===== src/ssa_pkg.sv =====
// Package for the sample slot allocator: field widths, operation and status
// codes, configuration register indexes and the controller state type.
// Depends on nothing; the core and the controller use it.
package ssa_pkg;

	localparam int SLOTS_DEF = 4096;
	localparam int SLOT_W    = 12;
	localparam int CAP_W     = 13;
	localparam int OP_W      = 2;
	localparam int STATUS_W  = 3;
	localparam int CFG_IDX_W = 1;

	localparam logic [CAP_W-1:0] CAPACITY_RESET = CAP_W'(4096);

	typedef enum logic [OP_W-1:0] {
		OP_ALLOC = 2'd0,
		OP_FREE  = 2'd1,
		OP_CLEAR = 2'd2
	} op_t;

	typedef enum logic [STATUS_W-1:0] {
		STATUS_FRESH    = 3'd0,
		STATUS_REPLACED = 3'd1,
		STATUS_REUSED   = 3'd2,
		STATUS_NONE     = 3'd3,
		STATUS_FREED    = 3'd4,
		STATUS_REJECTED = 3'd5
	} status_t;

	typedef enum logic [CFG_IDX_W-1:0] {
		CFG_CAPACITY = 1'b0,
		CFG_REPLACE  = 1'b1
	} cfg_idx_t;

	typedef enum logic {
		ST_IDLE = 1'b0,
		ST_EXEC = 1'b1
	} state_t;

endpackage


===== src/ssa_ctrl.sv =====
// Controller of the sample slot allocator: configuration registers, pool
// state, the two-state sequencer and the registered result.
// Depends on ssa_pkg; drives the link memory ports of ssa_link_mem.
module ssa_ctrl #(
	parameter int SLOTS = ssa_pkg::SLOTS_DEF
) (
	input  logic                                clk,
	input  logic                                arst_n,
	input  logic                                start,
	output logic                                busy,
	input  logic [ssa_pkg::OP_W-1:0]            operation,
	input  logic [ssa_pkg::SLOT_W-1:0]          slot_to_free,
	output logic                                done,
	output logic [ssa_pkg::STATUS_W-1:0]        status,
	output logic [ssa_pkg::SLOT_W-1:0]          slot_granted,
	input  logic                                cfg_write,
	input  logic [ssa_pkg::CFG_IDX_W-1:0]       cfg_index,
	input  logic [ssa_pkg::CAP_W-1:0]           cfg_data,
	output logic                                mem_we,
	output logic [$clog2(SLOTS)-1:0]            mem_waddr,
	output logic [$clog2(SLOTS):0]              mem_wdata,
	output logic [$clog2(SLOTS)-1:0]            mem_raddr,
	input  logic [$clog2(SLOTS):0]              mem_rdata
);

	localparam int SW = $clog2(SLOTS);
	localparam int CW = $clog2(SLOTS + 1);

	ssa_pkg::state_t state_q, state_d;

	logic [ssa_pkg::CAP_W-1:0]     capacity_q;
	logic                          replace_enable_q;
	logic [CW-1:0]                 used_count_q, used_count_d;
	logic [SW-1:0]                 replace_ptr_q, replace_ptr_d;
	logic [SW-1:0]                 free_head_q, free_head_d;
	logic                          free_empty_q, free_empty_d;

	logic [ssa_pkg::OP_W-1:0]      op_s1;
	logic [ssa_pkg::SLOT_W-1:0]    slot_s1;

	logic                          done_q;
	ssa_pkg::status_t              status_q, status_d;
	logic [ssa_pkg::SLOT_W-1:0]    granted_q, granted_d;

	logic [CW-1:0]                 cap;
	logic [SW-1:0]                 rp_id;
	logic [CW-1:0]                 rp_next;
	logic                          slot_ok;
	logic                          accept;

	assign accept = start && (state_q == ssa_pkg::ST_IDLE);
	assign busy   = (state_q == ssa_pkg::ST_EXEC);

	always_comb begin
		if (capacity_q == '0) begin
			cap = CW'(1);
		end else if (32'(capacity_q) > SLOTS) begin
			cap = CW'(SLOTS);
		end else begin
			cap = CW'(32'(capacity_q));
		end
	end

	assign rp_id   = (CW'(replace_ptr_q) < cap) ? replace_ptr_q : '0;
	assign rp_next = CW'(rp_id) + CW'(1);
	assign slot_ok = 32'(slot_s1) < 32'(cap);

	assign mem_raddr = free_head_q;
	assign mem_waddr = SW'(32'(slot_s1));
	assign mem_wdata = {free_empty_q, free_head_q};

	always_comb begin
		state_d       = state_q;
		used_count_d  = used_count_q;
		replace_ptr_d = replace_ptr_q;
		free_head_d   = free_head_q;
		free_empty_d  = free_empty_q;
		status_d      = ssa_pkg::STATUS_NONE;
		granted_d     = '0;
		mem_we        = 1'b0;
		case (state_q)
			ssa_pkg::ST_IDLE: begin
				if (start) begin
					state_d = ssa_pkg::ST_EXEC;
				end
			end
			ssa_pkg::ST_EXEC: begin
				state_d = ssa_pkg::ST_IDLE;
				case (ssa_pkg::op_t'(op_s1))
					ssa_pkg::OP_ALLOC: begin
						if (used_count_q < cap) begin
							granted_d    = ssa_pkg::SLOT_W'(32'(used_count_q));
							used_count_d = used_count_q + CW'(1);
							status_d     = ssa_pkg::STATUS_FRESH;
						end else if (replace_enable_q) begin
							granted_d     = ssa_pkg::SLOT_W'(32'(rp_id));
							replace_ptr_d = (rp_next >= cap) ? '0 : SW'(32'(rp_next));
							status_d      = ssa_pkg::STATUS_REPLACED;
						end else if (!free_empty_q) begin
							granted_d    = ssa_pkg::SLOT_W'(32'(free_head_q));
							free_empty_d = mem_rdata[SW];
							free_head_d  = mem_rdata[SW-1:0];
							status_d     = ssa_pkg::STATUS_REUSED;
						end
					end
					ssa_pkg::OP_FREE: begin
						if (slot_ok) begin
							mem_we       = 1'b1;
							free_head_d  = SW'(32'(slot_s1));
							free_empty_d = 1'b0;
							status_d     = ssa_pkg::STATUS_FREED;
						end else begin
							status_d = ssa_pkg::STATUS_REJECTED;
						end
					end
					ssa_pkg::OP_CLEAR: begin
						used_count_d  = '0;
						replace_ptr_d = '0;
						free_head_d   = '0;
						free_empty_d  = 1'b1;
					end
					default: begin
						status_d = ssa_pkg::STATUS_NONE;
					end
				endcase
			end
			default: begin
				state_d = ssa_pkg::ST_IDLE;
			end
		endcase
	end

	always_ff @(posedge clk or negedge arst_n) begin
		if (!arst_n) begin
			state_q          <= ssa_pkg::ST_IDLE;
			capacity_q       <= ssa_pkg::CAPACITY_RESET;
			replace_enable_q <= 1'b1;
			used_count_q     <= '0;
			replace_ptr_q    <= '0;
			free_head_q      <= '0;
			free_empty_q     <= 1'b1;
			done_q           <= 1'b0;
		end else begin
			state_q       <= state_d;
			used_count_q  <= used_count_d;
			replace_ptr_q <= replace_ptr_d;
			free_head_q   <= free_head_d;
			free_empty_q  <= free_empty_d;
			done_q        <= (state_q == ssa_pkg::ST_EXEC);
			if (cfg_write) begin
				case (ssa_pkg::cfg_idx_t'(cfg_index))
					ssa_pkg::CFG_CAPACITY: capacity_q <= cfg_data;
					ssa_pkg::CFG_REPLACE: replace_enable_q <= cfg_data[0];
					default: begin
					end
				endcase
			end
		end
	end

	always_ff @(posedge clk) begin
		if (accept) begin
			op_s1   <= operation;
			slot_s1 <= slot_to_free;
		end
		if (state_q == ssa_pkg::ST_EXEC) begin
			status_q  <= status_d;
			granted_q <= granted_d;
		end
	end

	assign done         = done_q;
	assign status       = status_q;
	assign slot_granted = granted_q;

endmodule

===== config.mk =====
export PLATFORM = sky130hd
export DESIGN_NAME = ssa_ctrl
export DESIGN_NICKNAME = d
export VERILOG_FILES = /design/src/ssa_pkg.sv /design/src/ssa_ctrl.sv
export SDC_FILE = /design/constraint.sdc
export NUM_CORES = 1
export LEC_CHECK = 0
export BUFFER_PORTS_ARGS = -buffer_cell sky130_fd_sc_hd__clkbuf_2
export CAP_MARGIN = 30
export CORE_MARGIN = 3
export CORE_UTILIZATION = 61
export DETAILED_ROUTE_END_ITERATION = 10
export PLACE_DENSITY = 0.86
export SYNTH_ARGS = -nofsm -noshare
export SYNTH_HDL_FRONTEND = slang
export SYNTH_SLANG_ARGS = --single-unit

===== constraint.sdc =====
create_clock -name clk -period 12 [get_ports clk]
set_input_delay 3 -clock clk [delete_from_list [all_inputs] [get_ports clk]]
set_output_delay 3 -clock clk [all_outputs]
set_load 0.005 [all_outputs]

# Word-level counts from Yosys, hierarchy flattened
# Index checks and enable logic that the tools add are counted.
# W data, S select, Z words.
[op_classes]
n_reduce_logical = 11
eq_ne = 8
mul = 0
n_shift = 0
mux = 32
addsub = 2
bitwise = 2
n_lt_le_gt_ge = 5
div = 0
[ops]
columns = ["operator", "n"]
rows = [
  ["$mux W12", 11],
  ["$mux W13", 3],
  ["$pmux W12 S3", 1],
  ["$lt A12 B13 Y1", 2],
  ["$pmux W13 S2", 1],
  ["$pmux W12 S2", 1],
  ["$add A12 B1 Y13 const B", 1],
  ["$add A13 B1 Y13 const B", 1],
  ["$ge A13 B13 Y1", 1],
  ["$gt A13 B13 Y1 const B", 1],
  ["$logic_not A13 Y1", 1],
  ["$lt A13 B13 Y1", 1],
  ["$ne A2 B2 Y1 const B", 6],
  ["$mux W1", 10],
  ["$pmux W3 S2", 1],
  ["$reduce_and A6 Y1", 1],
  ["$reduce_and A5 Y1", 1],
  ["$mux W2", 2],
  ["$reduce_and A2 Y1", 2],
  ["$reduce_and A4 Y1", 1],
  ["$pmux W1 S3", 1],
  ["$reduce_and A3 Y1", 1],
  ["$reduce_bool A3 Y1", 1],
  ["$eq A2 B1 Y1 const B", 1],
  ["6 further kinds", 7],
]
[totals]
ram_bits = 0
output_inout_bits = 55
ff_bits = 83
inputBits = 45
elab_cells = 72
latchBits = 0
mem_bits_ro = 0
mem_count = 0

# Depth between registers and ports, before layout
# Gate-level depths: netlist of run 1.
[depth]
word_depth = 11
mapped_depth = 26
ltp_nobuf = 23

# Least setup slack after synthesis of run 1
# OpenSTA, ideal clock, no wires.
[synth_timing]
path_kind = "reg-to-output"
start = "reg capacity_q[12] in the netlist's numbering"
end = "out mem_we"
n_path_buf = 1
required_ps = 9000
arrival_ps = 2009
path_stages_with_launch = 9
path_slack_ps = 6991
path_cell_list = "dfstp_2 -> inv_2 -> clkbuf_1 -> nand2_1 -> ha_1 -> a221o_1 -> nor3_2 -> o2bb2ai_1 -> nor2_1"
[synth_via]
elab_chain_len = 7
word_cells_on_any_way = 8
cone_classes = "2 x order compare; 5 x mux; 1 x reduce/logical"
[synth_rtl]
columns = ["element", "line_no", "rtl"]
rows = [
  ["start, declared", "ssa_ctrl.sv:31", "logic [ssa_pkg::CAP_W-1:0] capacity_q;"],
  ["start signal, assigned", "ssa_ctrl.sv:136", "capacity_q <= ssa_pkg::CAPACITY_RESET;"],
  ["start signal, assigned", "ssa_ctrl.sv:152", "ssa_pkg::CFG_CAPACITY: capacity_q <= cfg_data;"],
  ["$gt A13 B13 Y1", "ssa_ctrl.sv:57", "end else if (32'(capacity_q) > SLOTS) begin"],
  ["$mux W13", "ssa_ctrl.sv:57", ""],
  ["$mux W13 (*)", "ssa_ctrl.sv:55", "if (capacity_q == '0) begin"],
  ["$lt A12 B13 Y1 (*)", "ssa_ctrl.sv:66", "assign slot_ok = 32'(slot_s1) < 32'(cap);"],
  ["$mux W1 (*)", "ssa_ctrl.sv:107", "if (slot_ok) begin"],
  ["$mux W1 (*)", "ssa_ctrl.sv:89", "case (ssa_pkg::op_t'(op_s1))"],
  ["$mux W1 (*)", "ssa_ctrl.sv:81", "case (state_q)"],
  ["end, declared", "ssa_ctrl.sv:19", "output logic mem_we,"],
]
# Mark *: on every way between the ends. The rest lies on a longest branch, timed or not.

# Worst setup path in the final report of run 1
[layout_timing]
start = "reg capacity_q[12] in the netlist's numbering"
end = "reg replace_ptr_q[11]"
[layout_via]
elab_chain_len = 11
word_cells_on_any_way = 15
cone_classes = "1 x add/sub; 4 x order compare; 1 x eq/ne; 7 x mux; 2 x reduce/logical"
[layout_rtl]
columns = ["element", "line_no", "rtl"]
rows = [
  ["$gt A13 B13 Y1", "ssa_ctrl.sv:57", ""],
  ["$mux W13", "ssa_ctrl.sv:57", ""],
  ["$mux W13 (*)", "ssa_ctrl.sv:55", ""],
  ["$lt A12 B13 Y1", "ssa_ctrl.sv:64", "assign rp_id = (CW'(replace_ptr_q) < cap) ? replace_ptr_q : '0;"],
  ["$mux W12", "ssa_ctrl.sv:64", ""],
  ["$add A12 B1 Y13", "ssa_ctrl.sv:65", "assign rp_next = CW'(rp_id) + CW'(1);"],
  ["$ge A13 B13 Y1", "ssa_ctrl.sv:97", "replace_ptr_d = (rp_next >= cap) ? '0 : SW'(32'(rp_next));"],
  ["$mux W12", "ssa_ctrl.sv:97", ""],
  ["$mux W12", "ssa_ctrl.sv:95", "end else if (replace_enable_q) begin"],
  ["$mux W12", "ssa_ctrl.sv:91", "if (used_count_q < cap) begin"],
  ["$pmux W12 S2", "ssa_ctrl.sv:89", ""],
  ["end signal, assigned", "ssa_ctrl.sv:146", "replace_ptr_q <= replace_ptr_d;"],
  ["end, declared", "ssa_ctrl.sv:34", "logic [SW-1:0] replace_ptr_q, replace_ptr_d;"],
]
# Mark *: on every way between the ends. The rest lies on a longest branch, timed or not. The select of a mux whose other input is x is not followed.
# A chain may end at the register's enable or synchronous reset.

==> impl_results.md, run 1 <==
- Die height: 101.2 µm
- Worst Path Buf+Inv: 1
- Placed instance area: 5976 µm²
- Worst r2r dst: replace_ptr_q[11]
- Starting Density: 0.6309
- H-Tree Depth: 3
- R2r setup slk: 6180 ps
- Drt via density: 6.469
- Routability Congestion: 0.9973
- Worst hold path class: flip-flop to flip-flop
- Fin crit period: 5820 ps
- First-pass GRT wire length: 24,280 µm
- Avg Cell Area, Syn: 9.566 µm²
- Yosys top cell by area: dfrtp_1
- Post-layout nets: 751
- Relative slew slack: 0.3462
- Post-synthesis sequential area ratio: 0.4026
- Synth Register Bits: 83
- Pwr per Cell Area: 131.8 nW/µm²
- Final setup vio count: 0
- Min-Delay Path Depth: 1
- Vias in the first global route: 4,813
- Share of layout cells above drive strength 1: 0.2466
- Setup TNS: 0 ps
- Worst VDD drop: 0.00007511 V
- Final period util: 0.4850
- Worst path cell trace: inv_2 > nand2_1 > ha_1 > a211oi_1 > o21ai_0 > a31oi_1 > o32ai_2 > nor2_1 > ha_1 > nand3_1 > nor2_1 > nand2_1 > nor2_1 > xnor2_1 > nor2_1 > ha_1 > a21o_1 > a21o_1 > a211o_1 > a211oi_2 > nand2b_1 > nor2_4 > a22o_1
- Max Clock Freq: 171.8 MHz
- Pre-CTS setup slack: 6346 ps
- Critical Path AT: 6120 ps
- Max-cap viol count: 0
- Cells resized by post-CTS repair: 0
- Outcome: finished, final reports clean
- Grt ovf: 0
- Slew Limit Fails: 0
- Clock root buffer: clkbuf_8
- Critical path startpoint category: flip-flop
- Buffers on Ports: 99
- Post-synth EDFFs: 29
- Most frequent cell after synthesis: nand2_1
- Post-route cell area: 6183 µm²
- Worst-path maximum fanout: 18
- Most common cell on crit path: nor2_1
- I/O pin total: 100
- Slowest stage delay, CP: 610 ps
- Crit-path slowest cell: dfstp_2
- Synth cell count leaders: 74 x nand2_1, 54 x ha_1, 51 x dfrtp_1, 48 x o21ai_0, 41 x nor2_1
- Top FF cell, synth: dfrtp_1
- Yosys warns: 0
- TritonRoute pass-1 iters: 6
- FF-to-FF path depth: 23
- Post-synth top area share: 0.2308
- Synthesized area: 5529 µm²
- Clk_lat worst skew: 360 ps
- Worst Setup Slack, final: 6180 ps
- Multi-input logic area: 2973 µm²
- Core Box Area: 8763 µm²
- Post-Route WL: 15,320 µm
- Antenna diodes: 0
- Avg WL per Cell: 20.03 µm
- Antenna violations before repair: 0
- Worst Clk Skew: 14.52 ps
- DRC violation count after routing: 0
- CP endpoint kind: flip-flop
- Die Area: 10,240 µm²
- Worst reg2reg path startpoint: capacity_q[12]
- Async SR Flop Fraction: 0.6506
- Total CTS buffers: 9
- Top cells by area, synth: dfrtp_1 23%, edfxtp_1 16%, ha_1 12%
- Post-Synthesis Cells: 578
- CP top delay family: compound AO/OA/AOI/OAI gates
- Final Hold Vio Count: 0
- Post-DP HPWL: 11,210 µm
- DRT antenna net count: 0
- Sequential cell area: 2226 µm²
- Rows: 34
- Hold Startpoint: capacity_q[4]
- Total Power: 815.1 µW
- Fin Hold WS: 549.7 ps
- Horiz. Die Dim: 101.2 µm
- Leak pwr: 0.002961 µW
- WP data required: 12,300 ps
- Area growth, synth to finish: 11.84%
- Worst-path clk slew: 90 ps
- Via count: 4,949
- RSZ-0062 raised after global routing: false
- Initial DRC Count: 442
- # fillers: 658
- Total GRT Usage: 0.3051
- CTS max path bufs: 2
- Hold-fix buffers, CTS: 0
- CTS tree: done
- Clk sink count: 83
- Distinct cells, synth: 59
- Pin count of the biggest net entering global routing: 55
- Syn Nets: 677
- Worst-margin pin slew: 977.1 ps
- Postcts setup bufs: 0
- WS Path Type: flip-flop to flip-flop
- Worst Hold Path EP: capacity_q[4]
placed cells by master (no fill, tap or decap), types with 3 or more instances in the layout:
cell and instances:
clkbuf_2 99, nand2_1 74, ha_1 54, dfrtp_1 51, o21ai_0 48, nor2_1 41, edfxtp_1 29, inv_1 28
nand3_1 19, a22o_1 19, mux2_2 15, nand4_1 14, a21oi_1 13, a221oi_1 13, nand2b_1 10, mux2_4 10
and3_1 9, clkbuf_8 9, nor3_1 8, a21o_1 8, buf_4 6, or2_2 5, a211oi_1 5, xnor2_1 5
a221o_1 5, o21bai_1 5, a31oi_1 4, o21a_1 4, nor4_1 3, nor2b_1 3, o31ai_1 3, dfstp_2 3
registers in the layout (all words and copies together), names as in the netlist:
register	flops
slot_granted	12
mem_waddr	12
busy	1
done	1
mem_raddr	12
status	3
free_empty_q	1
capacity_q	13
op_s1	2
used_count_q	13
replace_ptr_q	12
replace_enable_q	1
routing by layer:
layer	up-vias	routed length, µm	part of all wire	GRT usage
met5	-	0	0	0
li1	2258	-	-	-
met4	0	670	0.044	0.1544
met3	71	1605	0.10	0.06267
met1	2304	6178	0.40	0.4076
met2	316	6869	0.45	0.4728
worst register-to-register path, cell delays in order, from the launching register on:
cell and delay [ps]:
dfstp_2 610, inv_2 170, nand2_1 200, ha_1 280
a211oi_1 200, o21ai_0 140, a31oi_1 240, o32ai_2 270
nor2_1 250, ha_1 250, nand3_1 160, nor2_1 310
nand2_1 140, nor2_1 200, xnor2_1 140, nor2_1 60
ha_1 320, a21o_1 160, a21o_1 170, a211o_1 290
a211oi_2 360, nand2b_1 350, nor2_4 300, a22o_1 190
kinds of logic (layout without fill, tap and decap cells):
| family | Yosys count | in the layout | synth area share |
|---|---|---|---|
| AO/OA/AOI/OAI | 146 | 146 | 0.1849 |
| XOR/XNOR | 6 | 6 | 0.009504 |
| adder cells (fa/ha/maj) | 54 | 54 | 0.1222 |
| buffers and inverters | 71 | 150 | 0.05974 |
| flip-flops | 83 | 83 | 0.4026 |
| multiplexers | 25 | 25 | 0.05770 |
| AND/OR/NAND/NOR | 193 | 193 | 0.1634 |
worst max-delay path by stage:
stage,startpoint,endpoint,slack [ps],cells after the start
floorplan,capacity_q[12],mem_we,6990,8
global placement,capacity_q[12],replace_ptr_q[4],6620,23
detailed placement,capacity_q[12],replace_ptr_q[11],6350,23
CTS,capacity_q[12],mem_we,6260,8
global route,capacity_q[12],replace_ptr_q[5],5660,23
finish,capacity_q[12],replace_ptr_q[11],6180,23
report_power, final:
part / internal [µW] / total (µW) / switching [µW]
logic: 103 / 232 / 129
clock network: 100 / 204 / 103
registers: 327 / 379 / 51.5
per-stage QoR:
stage,utilization,instances
after floorplan,-,578
after global placement,0.6810,747
after detailed placement,0.6819,748
after CTS,0.7047,764
after global routing,0.7056,765
final,0.7056,765
cell type report:
type | count | share of cell area
flip-flops and latches | 83 | 0.3600
clock inverters | 3 | 0.003035
repair buffers | 105 | 0.08741
clock buffers | 13 | 0.02934
inverters | 29 | 0.01760
multi-input cells | 424 | 0.4808
well taps | 108 | 0.02185
(Power assumes the default switching activity.)
==> inputs of run 2 (changes only) <==
--- a/config.mk
+++ b/config.mk
@@ -5,12 +5,13 @@
 export SDC_FILE = /design/constraint.sdc
 export NUM_CORES = 1
 export LEC_CHECK = 0
+export ABC_AREA = 1
 export BUFFER_PORTS_ARGS = -buffer_cell sky130_fd_sc_hd__clkbuf_2
 export CAP_MARGIN = 30
 export CORE_MARGIN = 3
-export CORE_UTILIZATION = 61
+export CORE_UTILIZATION = 57
 export DETAILED_ROUTE_END_ITERATION = 10
-export PLACE_DENSITY = 0.86
+export PLACE_DENSITY = 0.81
 export SYNTH_ARGS = -nofsm -noshare
 export SYNTH_HDL_FRONTEND = slang
 export SYNTH_SLANG_ARGS = --single-unit
==> constraint.sdc (replaced) <==
create_clock -name clk -period 5.6 [get_ports clk]
set_input_delay 1.4 -clock clk [delete_from_list [all_inputs] [get_ports clk]]
set_output_delay 1.4 -clock clk [all_outputs]
set_load 0.005 [all_outputs]
==> impl_results.md, run 2 <==
- Leak pwr: 0.003085 µW (+4.2%)
- Max-cap viol count: 0 (unchanged)
- Core Box Area: 9328 µm² (+6.4%)
- Postcts setup bufs: 0 (unchanged)
- Rows: 35 (+2.9%)
- Starting Density: 0.5933 (-0.03763)
- Top cells by area, synth: dfrtp_1 23%, edfxtp_1 16%, ha_1 12%
- Critical Path AT: 5230 ps (-890 ps)
- Total CTS buffers: 9 (unchanged)
- Fin crit period: 4946 ps (-873.6 ps)
- Share of layout cells above drive strength 1: 0.2302 (-0.01633)
- DRC violation count after routing: 0 (unchanged)
- Antenna diodes: 0 (unchanged)
- First-pass GRT wire length: 24,050 µm (-0.97%)
- Slowest stage delay, CP: 400 ps (-210 ps)
- H-Tree Depth: 3 (unchanged)
- Buffers on Ports: 99 (unchanged)
- Horiz. Die Dim: 104.5 µm (+3.3%)
- Worst Clk Skew: 14.42 ps (-0.1026 ps)
- Syn Nets: 742 (+9.6%)
- Area growth, synth to finish: 13.45%
- Most frequent cells in the layout: 143 x nand2_1, 99 x clkbuf_2, 71 x inv_1
- Relative slew slack: 0.4571 (+0.1109)
- Worst reg2reg path startpoint: capacity_q[6]
- Distinct cells, synth: 46 (-22%)
- I/O pin total: 100 (unchanged)
- Via count: 4,899 (-1.0%)
- Post-Synthesis Cells: 643 (+11%)
- Most frequent cell after synthesis: nand2_1
- Avg WL per Cell: 17.28 µm (-14%)
- Top FF cell, synth: dfrtp_1
- Antenna violations before repair: 0 (unchanged)
- Simple-Gate Fraction of Synth Area: 0.2512 (+0.08780)
- Synth cell count leaders: 143 x nand2_1, 71 x inv_1, 54 x ha_1, 51 x dfrtp_1, 38 x nor2_1
- Adder-Cell Fraction of Synth Area: 0.1221 (about the same)
- Synth Register Bits: 83 (unchanged)
- Pin count of the biggest net entering global routing: 55 (unchanged)
- Crit path launch: capacity_q[6]
- Total GRT Usage: 0.2792 (-0.02590)
- Synthesized area: 5534 µm² (about the same)
- Final Hold Vio Count: 0 (unchanged)
- Die Area: 10,930 µm² (+6.7%)
- Worst-margin pin slew: 814.4 ps (-162.7 ps)
- Final core occ: 0.6731 (-0.03249)
- # fillers: 784 (+19%)
- Final period util: 0.8832 (+0.3983)
- Post-synth EDFFs: 29 (unchanged)
- Yosys warns: 0 (unchanged)
- Avg Cell Area, Syn: 8.607 µm² (-10%)
- Routability Congestion: 0.9590 (-3.8%)
- Setup TNS: 0 ps (unchanged)
- Pwr per Cell Area: 297.9 nW/µm² (+130%)
- Worst-path maximum fanout: 12 (-6)
- DRT antenna net count: 0 (unchanged)
- Max Clock Freq: 202.2 MHz (+18%)
- Proportion of synthesized area in mux cells: 0.02238 (-0.03532)
- CP endpoint kind: flip-flop
- Grt ovf: 0 (unchanged)
- WP data required: 5880 ps (-6420 ps)
- Synth Area in Compound Gates: 0.1067 (-0.07817)
- Clk sink count: 83 (unchanged)
- Yosys top cell by area: dfrtp_1
- CTS tree: done
- Die height: 104.5 µm (+3.3%)
- Hold-fix buffers, CTS: 0 (unchanged)
- Post-DP HPWL: 11,630 µm (+3.7%)
- Crit-path slowest cell: dfrtp_1
- Cells resized by post-CTS repair: 0 (unchanged)
- Final setup vio count: 0 (unchanged)
- Slew Limit Fails: 0 (unchanged)
- WS Path Type: flip-flop to flip-flop
- Post-synthesis sequential area ratio: 0.4022 (about the same)
- Initial DRC Count: 357 (-19%)
- Largest family of logic cells by synthesized area: simple AND/OR/NAND/NOR gates
- Post-layout nets: 828 (+10%)
- Vias in the first global route: 4,769 (-0.91%)
- Critical path startpoint category: flip-flop
- Hold Startpoint: free_empty_q
- Leading registers by flop count: capacity_q (13), used_count_q (13)
- Post-Synth XOR/XNOR Area: 0.01085 (+0.001348)
- Worst hold path class: flip-flop to flip-flop
- Clock root buffer: clkbuf_8
- Post-Route WL: 14,910 µm (-2.7%)
- Post-synth top area share: 0.2306 (about the same)
- Commonest non-fill, non-tap cell in the layout: nand2_1
- Async SR Flop Fraction: 0.6506 (unchanged)
- TritonRoute pass-1 iters: 5 (-1)
- RSZ-0062 raised after global routing: false
- Worst-path clk slew: 90 ps (about the same)
- CTS max path bufs: 2 (unchanged)
- Clk_lat worst skew: 370 ps (about the same)
- Worst VDD drop: 0.0001873 V (+150%)
- Outcome: finished, final reports clean
- Drt via density: 5.677 (-12%)
run 2: kinds of logic after synthesis:
group,after synthesis
xor+xnor,6
compound gates,106
flops,83
buf+inv,102
fa+ha+maj,54
simple gates,281
mux,11
run 2: final cells by class:
| cell class | instances | area (µm²) | share of cell area |
|---|---|---|---|
| Timing Repair Buffer | 102 | 518.0 | 0.08250 |
| Tap cell | 129 | 161.4 | 0.02571 |
| Clock buffer | 9 | 123.9 | 0.01973 |
| Inverter | 75 | 281.5 | 0.04484 |
| Multi-Input combinational cell | 458 | 2840 | 0.4524 |
| Sequential cell | 83 | 2226 | 0.3545 |
| Clock inverter | 7 | 127.6 | 0.02033 |
run 2: final timing paths:
kind	slack, ps	cells past startpoint	end
max	650	29	replace_ptr_q[0]
min	520	2	free_empty_q
max reg2reg	650	29	replace_ptr_q[0]
min reg2reg	520	2	free_empty_q
max in group asynchronous	3970	2	mem_raddr[1]
min in group asynchronous	1160	2	replace_ptr_q[1]
run 2: per-layer routing:
metal	wire length, µm	up-vias	track usage
met4	352	0	0.08452
met1	6383	2256	0.3882
met5	0	-	0
met3	1695	23	0.08215
li1	-	2351	-
met2	6480	269	0.4234
run 2: report_power, final:
group          internal [µW]  switching (µW)
logic                    210             329
registers                707            74.2
clock network            304             246
total                   1220             649
run 2: worst max-delay path, delay by kind of cell, from the launching register on:
kind,cells,cell delay [ps]
and+or+nand+nor,17,2400
buffers and inverters,3,290
AOI/OAI and AO/OA,6,880
DFF,1,400
adders and majority gates,3,860
run 2: per-stage QoR:
| stage | total power, µW | setup WS [ps] | std cells | hold slack, ps | instance area, µm² |
|---|---|---|---|---|---|
| 2_1_floorplan | 1158 | 1571 | 643 | 475.0 | 5534 |
| 3_3_place_gp | 1305 | 974.5 | 846 | 500.3 | 6020 |
| 3_5_place_dp | 1325 | 777.3 | 846 | 511.5 | 6020 |
| 4_1_cts | 1868 | 719.8 | 862 | 524.9 | 6271 |
| 5_1_grt | 1980 | 119.7 | 863 | 549.5 | 6279 |
| 6_report | 1871 | 654.0 | 863 | 524.9 | 6279 |
==> inputs of run 3 (changes only) <==
--- a/config.mk
+++ b/config.mk
@@ -12,6 +12,7 @@
 export CORE_UTILIZATION = 57
 export DETAILED_ROUTE_END_ITERATION = 10
 export PLACE_DENSITY = 0.81
+export REMOVE_ABC_BUFFERS = 1
 export SYNTH_ARGS = -nofsm -noshare
 export SYNTH_HDL_FRONTEND = slang
 export SYNTH_SLANG_ARGS = --single-unit
==> impl_results.md, run 3 (synthesis results as in run 2) <==
- Core Box Area: 9328 µm² (unchanged)
- Final Hold Vio Count: 0 (unchanged)
- Clock root buffer: clkbuf_8
- Rows: 35 (unchanged)
- Hold-fix buffers, CTS: 0 (unchanged)
- I/O pin total: 100 (unchanged)
- Leading registers by flop count: capacity_q (13), used_count_q (13)
- Psw: 637.8 µW (-1.7%)
- First-pass GRT wire length: 23,870 µm (-0.72%)
- Grt ovf: 0 (unchanged)
- Total GRT Usage: 0.2758 (-0.003467)
- Int Pwr: 1091 µW (-11%)
- Max-cap viol count: 0 (unchanged)
- Worst Setup Slack, final: 460.8 ps (-193.2 ps)
- Slowest stage delay, CP: 400 ps (about the same)
- Relative slew slack: 0.4642 (+0.007078)
- Max Clock Freq: 194.6 MHz (-3.8%)
- Slew Limit Fails: 0 (unchanged)
- Fin Hold WS: 535.3 ps (+10.35 ps)
- Critical Path AT: 5410 ps (+180 ps)
- Clk sink count: 83 (unchanged)
- Share of layout cells above drive strength 1: 0.2275 (-0.002725)
- Commonest non-fill, non-tap cell in the layout: nand2_1
- Worst-margin pin slew: 803.8 ps (-10.62 ps)
- TritonRoute pass-1 iters: 5 (unchanged)
- Sequential cell fraction of total power: 0.456 (+0.038)
- Clk_lat worst skew: 370 ps (about the same)
- Avg WL per Cell: 17.26 µm (about the same)
- Most frequent cells in the layout: 143 x nand2_1, 99 x clkbuf_2, 71 x inv_1
- Worst Clk Skew: 14.39 ps (-0.03620 ps)
- Outcome: finished, final reports clean
- Post-DP HPWL: 11,640 µm (about the same)
- CTS tree: done
- Starting Density: 0.5933 (unchanged)
- Final non-filler cell total: 863 (unchanged)
- Final period util: 0.9177 (+0.03450)
- Post-layout nets: 828 (unchanged)
- Worst-path maximum fanout: 12 (unchanged)
- Worst VDD drop: 0.0002250 V (+20%)
- Die height: 104.5 µm (unchanged)
- DRC violation count after routing: 0 (unchanged)
- Fin crit period: 5139 ps (+193.2 ps)
- Setup TNS: 0 ps (unchanged)
- Vias in the first global route: 4,775 (+0.13%)
- Via count: 5,020 (+2.5%)
- CP endpoint kind: flip-flop
- Switching Fraction: 0.3689 (+0.02207)
- Pwr per Cell Area: 278.9 nW/µm² (-6.4%)
- Antenna violations before repair: 0 (unchanged)
- Crit-path slowest cell: dfrtp_1
- Die Area: 10,930 µm² (unchanged)
- Post-Route WL: 14,900 µm (about the same)
- Buffers on Ports: 99 (unchanged)
- Pre-CTS setup slack: 661.3 ps (-116.1 ps)
- H-Tree Depth: 3 (unchanged)
- Total CTS buffers: 9 (unchanged)
- Total Power: 1729 µW (-7.6%)
- Postcts setup bufs: 0 (unchanged)
- CTS max path bufs: 2 (unchanged)
- Clock power share: 0.230 (-0.064)
- Drt via density: 5.817 (+2.5%)
- Cells resized by post-CTS repair: 0 (unchanged)
- Final setup vio count: 0 (unchanged)
- Leak pwr: 0.003048 µW (-1.2%)
- Horiz. Die Dim: 104.5 µm (unchanged)
- Pin count of the biggest net entering global routing: 55 (unchanged)
- Area growth, synth to finish: 12.03%
- DRT antenna net count: 0 (unchanged)
- Routability Congestion: 0.9402 (-2.0%)
- WP data required: 5870 ps (about the same)
- RSZ-0062 raised after global routing: false
- Antenna diodes: 0 (unchanged)
- WS Path Type: flip-flop to flip-flop
- Worst-path clk slew: 90 ps (about the same)
- Critical path startpoint category: flip-flop
- Placed cells: 847 (+0.12%)
- Initial DRC Count: 305 (-15%)
- Comb pwr share: 0.314 (+0.026)
- Worst hold path class: flip-flop to flip-flop
==> run 3: cell count changes in the layout (fill, tap and decap cells not counted) <==
cell | previous run | this run
clkbuf_1 | 0 | 2
bufinv_16 | 3 | 0
clkbuf_8 | 9 | 10
inv_8 | 1 | 0
clkinv_4 | 0 | 2
inv_6 | 3 | 0
clkinv_2 | 0 | 2
==> run 3: area by class of cell <==
class                           instances  area [µm²]
Clock buffer                           12       145.1
Clock inverter                          4       27.53
Fill cell                             755        3128
Inverter                               75       281.5
Multi-Input combinational cell        458        2840
Sequential cell                        83        2226
Tap cell                              129       161.4
Timing Repair Buffer                  102       518.0
==> run 3: worst max-delay path: cells and delay by family (launching register included) <==
| kind | cells | cell delay (ps) |
|---|---|---|
| adders and majority gates | 3 | 840 |
| AOI/OAI and AO/OA | 6 | 1040 |
| and+or+nand+nor | 17 | 2450 |
| DFF | 1 | 400 |
| buffers and inverters | 3 | 320 |
==> run 3: power groups by stage <==
stage	clock (µW)	combinational [µW]	sequential, µW
5_1_grt	421	610	798
2_1_floorplan	0	334	780
3_5_place_dp	0	533	799
3_3_place_gp	0	511	795
4_1_cts	398	537	786
6_report	397	544	789
==> run 3: metal layers <==
layer	routed length [µm]	global-route usage	part of all wire
met1	6163	0.3707	0.41
met2	6624	0.4267	0.44
met3	1429	0.05250	0.096
met4	678	0.1396	0.046
met5	0	0	0
==> run 3: through the flow <==
stage	area [µm²]	util
final	6200	0.6647
after global routing	6200	0.6647
after CTS	6200	0.6647
after detailed placement	6027	0.6461
after global placement	6020	0.6453
after floorplan	5348	-
==> run 3: final timing paths <==
path | from | to | slack [ps] | cells after the start
worst min register to register | free_empty_q | free_empty_q | 540 | 2
min in group asynchronous | arst_n | replace_ptr_q[6] | 1170 | 2
worst max-delay path | capacity_q[6] | replace_ptr_q[2] | 460 | 29
worst max register to register | capacity_q[6] | replace_ptr_q[2] | 460 | 29
max in group asynchronous | arst_n | used_count_q[11] | 3960 | 2
worst min-delay path | free_empty_q | free_empty_q | 540 | 2
